$ cat config.mk
export PLATFORM = sky130hd
export DESIGN_NAME = utf8_stream_decoder_validator
export DESIGN_NICKNAME = d
export VERILOG_FILES = /design/src/rtl/core/u8dv_pkg.sv /design/src/rtl/core/u8dv_step.sv /design/src/rtl/core/utf8_stream_decoder_validator.sv
export SDC_FILE = /design/constraint.sdc
export NUM_CORES = 1
export LEC_CHECK = 0
export BUFFER_PORTS_ARGS = -buffer_cell sky130_fd_sc_hd__buf_2
export CAP_MARGIN = 5
export CORE_MARGIN = 8
export CORE_UTILIZATION = 50
export DETAILED_ROUTE_END_ITERATION = 10
export PLACE_DENSITY = 0.75
export SYNTH_ARGS = -nofsm -noshare
export SYNTH_HDL_FRONTEND = slang
export SYNTH_SLANG_ARGS = --single-unit
$ cat constraint.sdc
create_clock -name aclk -period 5 [get_ports aclk]
set_input_delay 0.75 -clock aclk [delete_from_list [all_inputs] [get_ports aclk]]
set_output_delay 0.75 -clock aclk [all_outputs]
set_load 0.01 [all_outputs]
$ cat src/rtl/core/u8dv_pkg.sv
package u8dv_pkg;

    localparam int unsigned CP_W    = 21;
    localparam int unsigned LEN_W   = 3;
    localparam int unsigned BYTE_W  = 8;

    localparam logic [CP_W-1:0] CP_MAX       = 21'h10FFFF;
    localparam logic [CP_W-1:0] SURR_LO      = 21'h00D800;
    localparam logic [CP_W-1:0] SURR_HI      = 21'h00DFFF;
    localparam logic [CP_W-1:0] MIN_LEN2     = 21'h000080;
    localparam logic [CP_W-1:0] MIN_LEN3     = 21'h000800;
    localparam logic [CP_W-1:0] MIN_LEN4     = 21'h010000;

    localparam logic [LEN_W-1:0] LEN_ONE   = 3'd1;
    localparam logic [LEN_W-1:0] LEN_TWO   = 3'd2;
    localparam logic [LEN_W-1:0] LEN_THREE = 3'd3;
    localparam logic [LEN_W-1:0] LEN_FOUR  = 3'd4;

    typedef enum logic [2:0] {
        ST_OK        = 3'd0,
        ST_BAD_LEAD  = 3'd1,
        ST_BAD_CONT  = 3'd2,
        ST_OVERLONG  = 3'd3,
        ST_SURROGATE = 3'd4,
        ST_RANGE     = 3'd5,
        ST_TRUNC     = 3'd6
    } u8dv_status_t;

    typedef struct packed {
        logic [1:0]       remaining;
        logic [LEN_W-1:0] seq_len;
        logic [CP_W-1:0]  acc;
        logic             buffer_ok;
    } u8dv_state_t;

    typedef struct packed {
        logic [CP_W-1:0]  codepoint;
        u8dv_status_t     status;
        logic [LEN_W-1:0] seq_length;
        logic             stream_valid;
        logic             last;
    } u8dv_result_t;

endpackage

$ cat src/rtl/core/u8dv_step.sv
module u8dv_step import u8dv_pkg::*; (
    input  u8dv_state_t       state_cur,
    input  logic [BYTE_W-1:0] in_byte,
    input  logic              end_of_buffer,
    output u8dv_state_t       state_nxt,
    output logic              res_valid,
    output u8dv_result_t      res
);

    always_comb begin
        logic [CP_W-1:0]  acc_shift;
        logic [LEN_W-1:0] len_inc;
        u8dv_status_t     st;
        logic [CP_W-1:0]  cp;
        logic [LEN_W-1:0] len;
        logic             emit;
        logic             go_idle;

        acc_shift = {state_cur.acc[CP_W-7:0], in_byte[5:0]};
        len_inc   = state_cur.seq_len + LEN_ONE;
        st        = ST_OK;
        cp        = '0;
        len       = LEN_ONE;
        emit      = 1'b0;
        go_idle   = 1'b0;
        state_nxt = state_cur;

        if (state_cur.remaining == 2'd0) begin
            if (!in_byte[7]) begin
                emit    = 1'b1;
                go_idle = 1'b1;
                cp      = {{(CP_W-BYTE_W){1'b0}}, in_byte};
            end else if (in_byte[7:1] == 7'b1100000) begin
                emit    = 1'b1;
                go_idle = 1'b1;
                st      = ST_OVERLONG;
            end else if (in_byte[7:5] == 3'b110 || in_byte[7:4] == 4'b1110 ||
                         in_byte[7:3] == 5'b11110) begin
                state_nxt.seq_len = LEN_ONE;
                if (in_byte[7:5] == 3'b110) begin
                    state_nxt.remaining = 2'd1;
                    state_nxt.acc       = {{(CP_W-5){1'b0}}, in_byte[4:0]};
                end else if (in_byte[7:4] == 4'b1110) begin
                    state_nxt.remaining = 2'd2;
                    state_nxt.acc       = {{(CP_W-4){1'b0}}, in_byte[3:0]};
                end else begin
                    state_nxt.remaining = 2'd3;
                    state_nxt.acc       = {{(CP_W-3){1'b0}}, in_byte[2:0]};
                end
                if (end_of_buffer) begin
                    emit    = 1'b1;
                    go_idle = 1'b1;
                    st      = ST_TRUNC;
                end
            end else begin
                emit    = 1'b1;
                go_idle = 1'b1;
                st      = ST_BAD_LEAD;
            end
        end else if (in_byte[7:6] != 2'b10) begin
            emit    = 1'b1;
            go_idle = 1'b1;
            st      = ST_BAD_CONT;
            len     = len_inc;
        end else begin
            state_nxt.acc       = acc_shift;
            state_nxt.seq_len   = len_inc;
            state_nxt.remaining = state_cur.remaining - 2'd1;
            len                 = len_inc;
            if (state_cur.remaining == 2'd1) begin
                emit    = 1'b1;
                go_idle = 1'b1;
                cp      = acc_shift;
                if ((len_inc == LEN_TWO && acc_shift < MIN_LEN2) ||
                    (len_inc == LEN_THREE && acc_shift < MIN_LEN3) ||
                    (len_inc == LEN_FOUR && acc_shift < MIN_LEN4)) begin
                    st = ST_OVERLONG;
                end else if (acc_shift > CP_MAX) begin
                    st = ST_RANGE;
                end else if (acc_shift >= SURR_LO && acc_shift <= SURR_HI) begin
                    st = ST_SURROGATE;
                end
            end else if (end_of_buffer) begin
                emit    = 1'b1;
                go_idle = 1'b1;
                st      = ST_TRUNC;
            end
        end

        if (go_idle) begin
            state_nxt.remaining = 2'd0;
            state_nxt.seq_len   = '0;
            state_nxt.acc       = '0;
        end

        res.codepoint    = (st == ST_OK) ? cp : '0;
        res.status       = st;
        res.seq_length   = len;
        res.stream_valid = state_cur.buffer_ok & (st == ST_OK);
        res.last         = end_of_buffer;
        res_valid        = emit;

        if (emit) begin
            state_nxt.buffer_ok = end_of_buffer ? 1'b1 : res.stream_valid;
        end
    end

endmodule

$ cat src/rtl/core/utf8_stream_decoder_validator.sv
// UTF-8 stream decoder and validator. One byte is taken per cycle on the s_ side, with
// s_tlast marking the last byte of a buffer; every byte that completes or breaks a
// sequence, and every last byte, yields one beat on the m_ side in the next cycle, from a
// single result register. Lead bytes that open a sequence yield no beat. s_tready is high
// whenever the result register is empty or being drained, so the block runs at one byte
// per clock as long as the sink keeps m_tready high; the sink's m_tready sets the rate.
module utf8_stream_decoder_validator import u8dv_pkg::*; (
    input  logic        aclk,
    input  logic        aresetn,
    input  logic        s_tvalid,
    output logic        s_tready,
    input  logic [7:0]  s_tdata,   // [7:0] in_byte
    input  logic        s_tlast,   // end_of_buffer
    output logic        m_tvalid,
    input  logic        m_tready,
    output logic [31:0] m_tdata,   // [20:0] codepoint, [23:21] seq_length, [24] stream_valid
    output logic [2:0]  m_tuser,   // [2:0] status
    output logic        m_tlast    // last
);

    u8dv_state_t  state_reg;
    u8dv_state_t  state_next;
    u8dv_result_t res_reg;
    u8dv_result_t res_next;
    logic         m_tvalid_reg;
    logic         res_valid;
    logic         s_accept;

    assign s_tready = !m_tvalid_reg || m_tready;
    assign s_accept = s_tvalid && s_tready;

    u8dv_step u_step (
        .state_cur     (state_reg),
        .in_byte       (s_tdata),
        .end_of_buffer (s_tlast),
        .state_nxt     (state_next),
        .res_valid     (res_valid),
        .res           (res_next)
    );

    always_ff @(posedge aclk) begin
        if (!aresetn) begin
            state_reg.remaining <= 2'd0;
            state_reg.seq_len   <= '0;
            state_reg.acc       <= '0;
            state_reg.buffer_ok <= 1'b1;
            m_tvalid_reg        <= 1'b0;
        end else begin
            if (s_accept) begin
                state_reg <= state_next;
            end
            if (s_accept) begin
                m_tvalid_reg <= res_valid;
            end else if (m_tready) begin
                m_tvalid_reg <= 1'b0;
            end
        end
    end

    always_ff @(posedge aclk) begin
        if (s_accept && res_valid) begin
            res_reg <= res_next;
        end
    end

    assign m_tvalid = m_tvalid_reg;
    assign m_tdata  = {7'd0, res_reg.stream_valid, res_reg.seq_length, res_reg.codepoint};
    assign m_tuser  = res_reg.status;
    assign m_tlast  = res_reg.last;

endmodule

==> results of run 1 <==
## synthesized netlist by cell type (all sizes together), types with 2 or more instances
library cell / number / area (um2)
or4: 2 / 18.8
dfxtp: 22 / 440
a22oi: 17 / 128
clkbuf: 8 / 30.0
inv: 6 / 22.5
buf: 9 / 71.3
ha: 4 / 50.1
o211ai: 2 / 15.0
nor3: 3 / 15.0
edfxtp: 29 / 871
nand3: 4 / 20.0
and2: 16 / 100
nand3b: 3 / 22.5
nand2b: 2 / 12.5
o2111ai: 2 / 17.5
nand2: 14 / 52.6
nor3b: 6 / 75.1
nor2: 28 / 105
a21oi: 7 / 35.0
nor4: 5 / 37.5
o21ai: 4 / 20.0
## layout make-up
| type | count | area [um2] | area share |
|---|---|---|---|
| clock buffer | 5 | 68.8 | 0.0263 |
| clock inverter | 3 | 43.8 | 0.0167 |
| inverter | 6 | 22.5 | 0.00860 |
| multi-input combinational | 139 | 886 | 0.338 |
| sequential | 51 | 1310 | 0.500 |
| tap | 52 | 65.1 | 0.0248 |
| timing repair buffer | 44 | 223 | 0.0850 |
## metrics by stage
| step | area (um2) | instances | hold WS [ps] | util | power, mW |
|---|---|---|---|---|---|
| after floorplan | 2320 | 213 | 453 | - | 0.523 |
| after global placement | 2510 | 292 | 487 | 0.572 | 0.547 |
| after detailed placement | 2510 | 292 | 490 | 0.572 | 0.548 |
| after CTS | 2620 | 300 | 511 | 0.598 | 0.826 |
| after global routing | 2620 | 300 | 536 | 0.598 | 0.851 |
| final | 2620 | 300 | 510 | 0.598 | 0.822 |
## power by group through the flow
| stage | registers (mW) | logic [mW] | clock network (mW) |
|---|---|---|---|
| final | 0.464 | 0.0736 | 0.284 |
| after global routing | 0.466 | 0.0810 | 0.304 |
| after CTS | 0.465 | 0.0743 | 0.287 |
| after detailed placement | 0.474 | 0.0741 | 0 |
| after global placement | 0.473 | 0.0734 | 0 |
| after floorplan | 0.483 | 0.0403 | 0 |
## tightest hold or removal path: cells and delay by family, from the launching register on
kind | cells | cell delay (ps)
AND/OR/NAND/NOR | 1 | 70
AO/OA/AOI/OAI | 1 | 50
flip-flops | 1 | 350
## cells by family after synthesis
kind of cell	after synthesis
AO/OA/AOI/OAI	40
adder cells (fa/ha/maj)	4
buffers and inverters	23
flip-flops	51
other	1
AND/OR/NAND/NOR	88
## metal layers
layer	routed length (um)	GRT usage	vias to the layer above
li1	-	-	816
met1	2130	0.171	798
met2	2230	0.215	63
met3	325	0.0342	5
met4	59	0.0659	0
met5	0	0	-
## how the worst min path moves through the flow
stage	from	slack [ps]	to	cells after the start
floorplan	state_reg[5]	450	state_reg[5]	2
global placement	state_reg[4]	490	state_reg[4]	2
detailed placement	state_reg[0]	490	state_reg[0]	1
CTS	state_reg[4]	510	state_reg[4]	2
global route	state_reg[0]	540	state_reg[0]	1
finish	state_reg[4]	510	state_reg[4]	2
==> impl_metrics.env, run 1 <==
export IMPL_cts_tree="yes"
export IMPL_worst_skew_pair_late_latency_ps=310
export IMPL_crit_type="in2reg"
export IMPL_r2r_end="m_tdata[6]"
export IMPL_clk_pin_slew_ps=90
export IMPL_layout_nets=264
export IMPL_grt_start_max_net_pins=23
export IMPL_endpoint="m_tdata[7]"
export IMPL_dp_hpwl_mm=3.49
export IMPL_cts_root_buf="clkbuf_8"
export IMPL_fmax_ghz=0.339
export IMPL_ant_nets=0
export IMPL_syn_inst=207
export IMPL_rsz0062_at_grt="no"
export IMPL_start_kind="input pin"
export IMPL_synth_distinct_cells=38
export IMPL_htreeDepth=2
export IMPL_ios=51
export IMPL_finalSetupViolCount=0
export IMPL_status="completed"
export IMPL_cts_setup_buffers=0
export IMPL_largest_register_ffs=25
export IMPL_io_buffers=43
export IMPL_grt_usage=0.137
export IMPL_path_max_fanout=17
export IMPL_routed_wl_mm=4.75
export IMPL_grt_overflow=0
export IMPL_grt_first_pass_wirelength_mm=8.03
export IMPL_routed_via_count=1682
export IMPL_p_sw_uw=189
export IMPL_p_int_uw=633
export IMPL_cp_top_family="simple AND/OR/NAND/NOR gates"
export IMPL_dr_first_iter_drc_count=173
export IMPL_cp_num_buf_inv=2
export IMPL_seq_area_frac_synth=0.571
export IMPL_synth_main_ff_cell="edfxtp_1"
export IMPL_diodes=0
export IMPL_areaGrowthSynthToFinish_pct=14.1
export IMPL_reg2reg_from="state_reg[2]"
export IMPL_ys_seq_elements=51
export IMPL_place_ws_ps=1720
export IMPL_clockBufferDepth=2
export IMPL_yosysWarnings=0
export IMPL_finalHoldViolCount=0
export IMPL_drv_slew=0
export IMPL_die_h_um=83.8
export IMPL_first_pass_iters=4
export IMPL_combPwrFrac=0.090
export IMPL_nFillCells=393
export IMPL_slowest_stage="nor2_2"
export IMPL_rrSetupSlack_ps=2350
export IMPL_place_congestion=0.877
export IMPL_cts_buffers=5
export IMPL_required_ps=5010
export IMPL_crit_cells=6
export IMPL_max_stage_delay_ps=700
export IMPL_die_w_um=83.8
export IMPL_cp_startpoint="s_tdata[4]"
export IMPL_drive_above_1_share=0.262
export IMPL_grt_pass1_vias=1659
export IMPL_grt_antenna_before_repair=0
export IMPL_avgRoutedWirePerCell_um=15.8
export IMPL_mostFrequentLayoutCell="buf_2"
export IMPL_synthMuxAreaShare=0
export IMPL_synth_adder_area_share=0.0218
export IMPL_postCtsHoldBufs=0
export IMPL_synth_simple_area_share=0.215
export IMPL_drc=0
export IMPL_pwr_density_cell_mw_per_mm2=314
export IMPL_fin_worst_skew_ps=5.77
export IMPL_cp_data_arrival_time_ps=2960
export IMPL_period_needed_ps=2950
export IMPL_min_path_type="reg2reg"
export IMPL_switching_share=0.230
export IMPL_drv_cap=0
export IMPL_synth_xor_area_frac=0
export IMPL_synth_async_reset_ratio=0
export IMPL_pwr_share_seq=0.565
export IMPL_irDropWorstVdd_mv=0.174
export IMPL_clockPowerShare=0.346
export IMPL_finalCritPeriodShare=0.589
export IMPL_postCtsResizedCells=0
export IMPL_leakage_nw=1.02
export IMPL_core_mm2=0.00438
export IMPL_vias_per_cell=5.61
export IMPL_rows=24
export IMPL_worst_pin_slew_ps=1070
export IMPL_synth_top_family_by_area="simple AND/OR/NAND/NOR gates"
export IMPL_crit_chain="buf_2, or4_1, o2111ai_1, a21oi_1, nor2_2, buf_4"
export IMPL_end_kind="register"
export IMPL_dieArea_mm2=0.00702
export IMPL_initial_utilization=0.524
export IMPL_synth_edf_count=29
export IMPL_ff2ff_path_depth=6
export IMPL_slew_headroom=0.279
export IMPL_synth_compound_area_frac=0.137
export IMPL_mostFrequentLayoutCells="buf_2, edfxtp_1, nor2_1, dfxtp_1, a22oi_1"
export IMPL_setup_tns_ps=0
export IMPL_synth_avg_cell_area_um2=11.1
export IMPL_setup_slack_ps=2050
export IMPL_cts_sinks=51
export IMPL_syn_area_mm2=0.00230
Power figures use the tool's default switching activity.
==> inputs of run 2 (changes only) <==
CORE_UTILIZATION = 48   (was 50)
clock period = 2.5 ns   (was 5 ns; I/O delays follow)
==> run 2 against run 1 <==
  * Global-route usage is 0.14 points higher
  * Register-to-register slack worse by 2200 ps
  * Count of clock-buffer cells in the layout is the same
  * Largest cell class unchanged
  * Total power rose by 100%
  * Flip-flop and latch count did not move
  * Clock power up 97%
  * Sequential share of layout area is 1.3 points lower
  * Worst hold slack got worse by 230 ps
  * Core utilization down 2.0 points
==> impl_metrics.env, run 2 (synthesis gave the netlist of run 1 again) <==
export IMPL_slew_headroom=0.266
export IMPL_min_path_type="in2reg"
export IMPL_fin_cells=308
export IMPL_avgRoutedWirePerCell_um=16.1
export IMPL_cts_sinks=51
export IMPL_irDropWorstVdd_mv=0.326
export IMPL_worst_pin_slew_ps=1090
export IMPL_routed_wl_mm=4.95
export IMPL_finalHoldViolCount=0
export IMPL_ios=51
export IMPL_core_mm2=0.00466
export IMPL_diodes=0
export IMPL_drv_cap=0
export IMPL_pwr_density_cell_mw_per_mm2=612
export IMPL_ant_nets=0
export IMPL_grt_pass1_vias=1603
export IMPL_cp_top_family="simple AND/OR/NAND/NOR gates"
export IMPL_first_pass_iters=5
export IMPL_drv_slew=0
export IMPL_cts_tree="yes"
export IMPL_slowest_stage="or4_4"
export IMPL_routed_via_count=1718
export IMPL_grt_start_max_net_pins=22
export IMPL_combPwrFrac=0.098
export IMPL_dp_hpwl_mm=3.58
export IMPL_die_w_um=85.2
export IMPL_grt_usage=0.139
export IMPL_initial_utilization=0.493
export IMPL_pwr_share_seq=0.563
export IMPL_finalSetupViolCount=0
export IMPL_fin_worst_skew_ps=4.67
export IMPL_clockBufferDepth=2
export IMPL_dr_first_iter_drc_count=150
export IMPL_p_sw_uw=379
export IMPL_htreeDepth=2
export IMPL_vias_per_cell=5.58
export IMPL_place_ws_ps=-40.9
export IMPL_cp_data_arrival_time_ps=2520
export IMPL_cp_num_buf_inv=0
export IMPL_leakage_nw=1.05
export IMPL_power_mw=1.65
export IMPL_rsz0062_at_grt="no"
export IMPL_status="completed"
export IMPL_p_int_mw=1.27
export IMPL_hold_start="aresetn"
export IMPL_period_needed_ps=2370
export IMPL_clk_pin_slew_ps=90
export IMPL_grt_antenna_before_repair=0
export IMPL_start_kind="register"
export IMPL_finalCritPeriodShare=0.950
export IMPL_mostFrequentLayoutCells="buf_2, edfxtp_1, nor2_1, dfxtp_1, a22oi_1"
export IMPL_end_kind="register"
export IMPL_setup_slack_ps=125
export IMPL_drc=0
export IMPL_dp_cells=300
export IMPL_drive_above_1_share=0.287
export IMPL_path_max_fanout=8
export IMPL_dieArea_mm2=0.00725
export IMPL_cts_setup_buffers=0
export IMPL_switching_share=0.230
export IMPL_cts_root_buf="clkbuf_8"
export IMPL_fmax_ghz=0.421
export IMPL_areaGrowthSynthToFinish_pct=17.2
export IMPL_io_buffers=43
export IMPL_layout_nets=270
export IMPL_clockPowerShare=0.339
export IMPL_worst_skew_pair_late_latency_ps=310
export IMPL_grt_first_pass_wirelength_mm=7.86
export IMPL_largest_register_ffs=25
export IMPL_max_stage_delay_ps=560
export IMPL_die_h_um=85.2
export IMPL_crit_type="reg2reg"
export IMPL_required_ps=2650
export IMPL_mostFrequentLayoutCell="buf_2"
export IMPL_rows=25
export IMPL_grt_overflow=0
export IMPL_place_congestion=0.835
export IMPL_cts_buffers=5
export IMPL_reg2reg_from="state_reg[14]"
export IMPL_cp_startpoint="state_reg[14]"
export IMPL_crit_chain="or4_4, o41ai_4, o2bb2ai_2, or3_4, nor3b_2"
run 2: worst register-to-register path, stage by stage (launching register included):
cell and delay [ps]:
dfxtp_1 340, or4_4 560, o41ai_4 440, o2bb2ai_2 170, or3_4 490, nor3b_2 210
run 2: timing repair:
action,CTS,global route
setup endpoints to repair,0,22
gates resized for setup,0,4
hold buffers,0,0
endpoints found under the hold margin,0,0
run 2: through the flow:
| step | TNS, ps | util | area [um2] | hold WS [ps] |
|---|---|---|---|---|
| 2_1_floorplan | 0 | - | 2330 | 453 |
| 3_3_place_gp | 0 | 0.549 | 2560 | 472 |
| 3_5_place_dp | -76.5 | 0.549 | 2560 | 478 |
| 4_1_cts | 0 | 0.572 | 2670 | 274 |
| 5_1_grt | 0 | 0.577 | 2690 | 295 |
| 6_report | 0 | 0.577 | 2690 | 280 |
run 2: worst paths after layout:
check / to / slack (ps) / cells past startpoint
setup / recovery: m_tdata[3] / 130 / 5
hold / removal: m_tvalid / 280 / 2
setup reg to reg: m_tdata[3] / 130 / 5
hold reg to reg: state_reg[0] / 500 / 1
run 2: power by group through the flow:
stage | combinational (mW) | clock, mW | sequential [mW]
2_1_floorplan | 0.0824 | 0 | 0.965
3_3_place_gp | 0.156 | 0 | 0.946
3_5_place_dp | 0.157 | 0 | 0.947
4_1_cts | 0.158 | 0.569 | 0.927
5_1_grt | 0.175 | 0.609 | 0.930
6_report | 0.161 | 0.559 | 0.927
run 2: per-layer routing:
layer,wire length [um],vias up,global-route usage
met1,2090,804,0.159
met4,132,0,0.0809
met5,0,-,0
met3,371,12,0.0473
li1,-,823,-
met2,2360,79,0.219
run 2: layout make-up:
| cell class | instances | area, um2 |
|---|---|---|
| clock buffers | 5 | 68.8 |
| clock inverters | 3 | 38.8 |
| fillers | 379 | 1970 |
| inverters | 6 | 22.5 |
| multi-input cells | 139 | 915 |
| flip-flops and latches | 51 | 1310 |
| well taps | 54 | 67.6 |
| repair buffers | 50 | 268 |
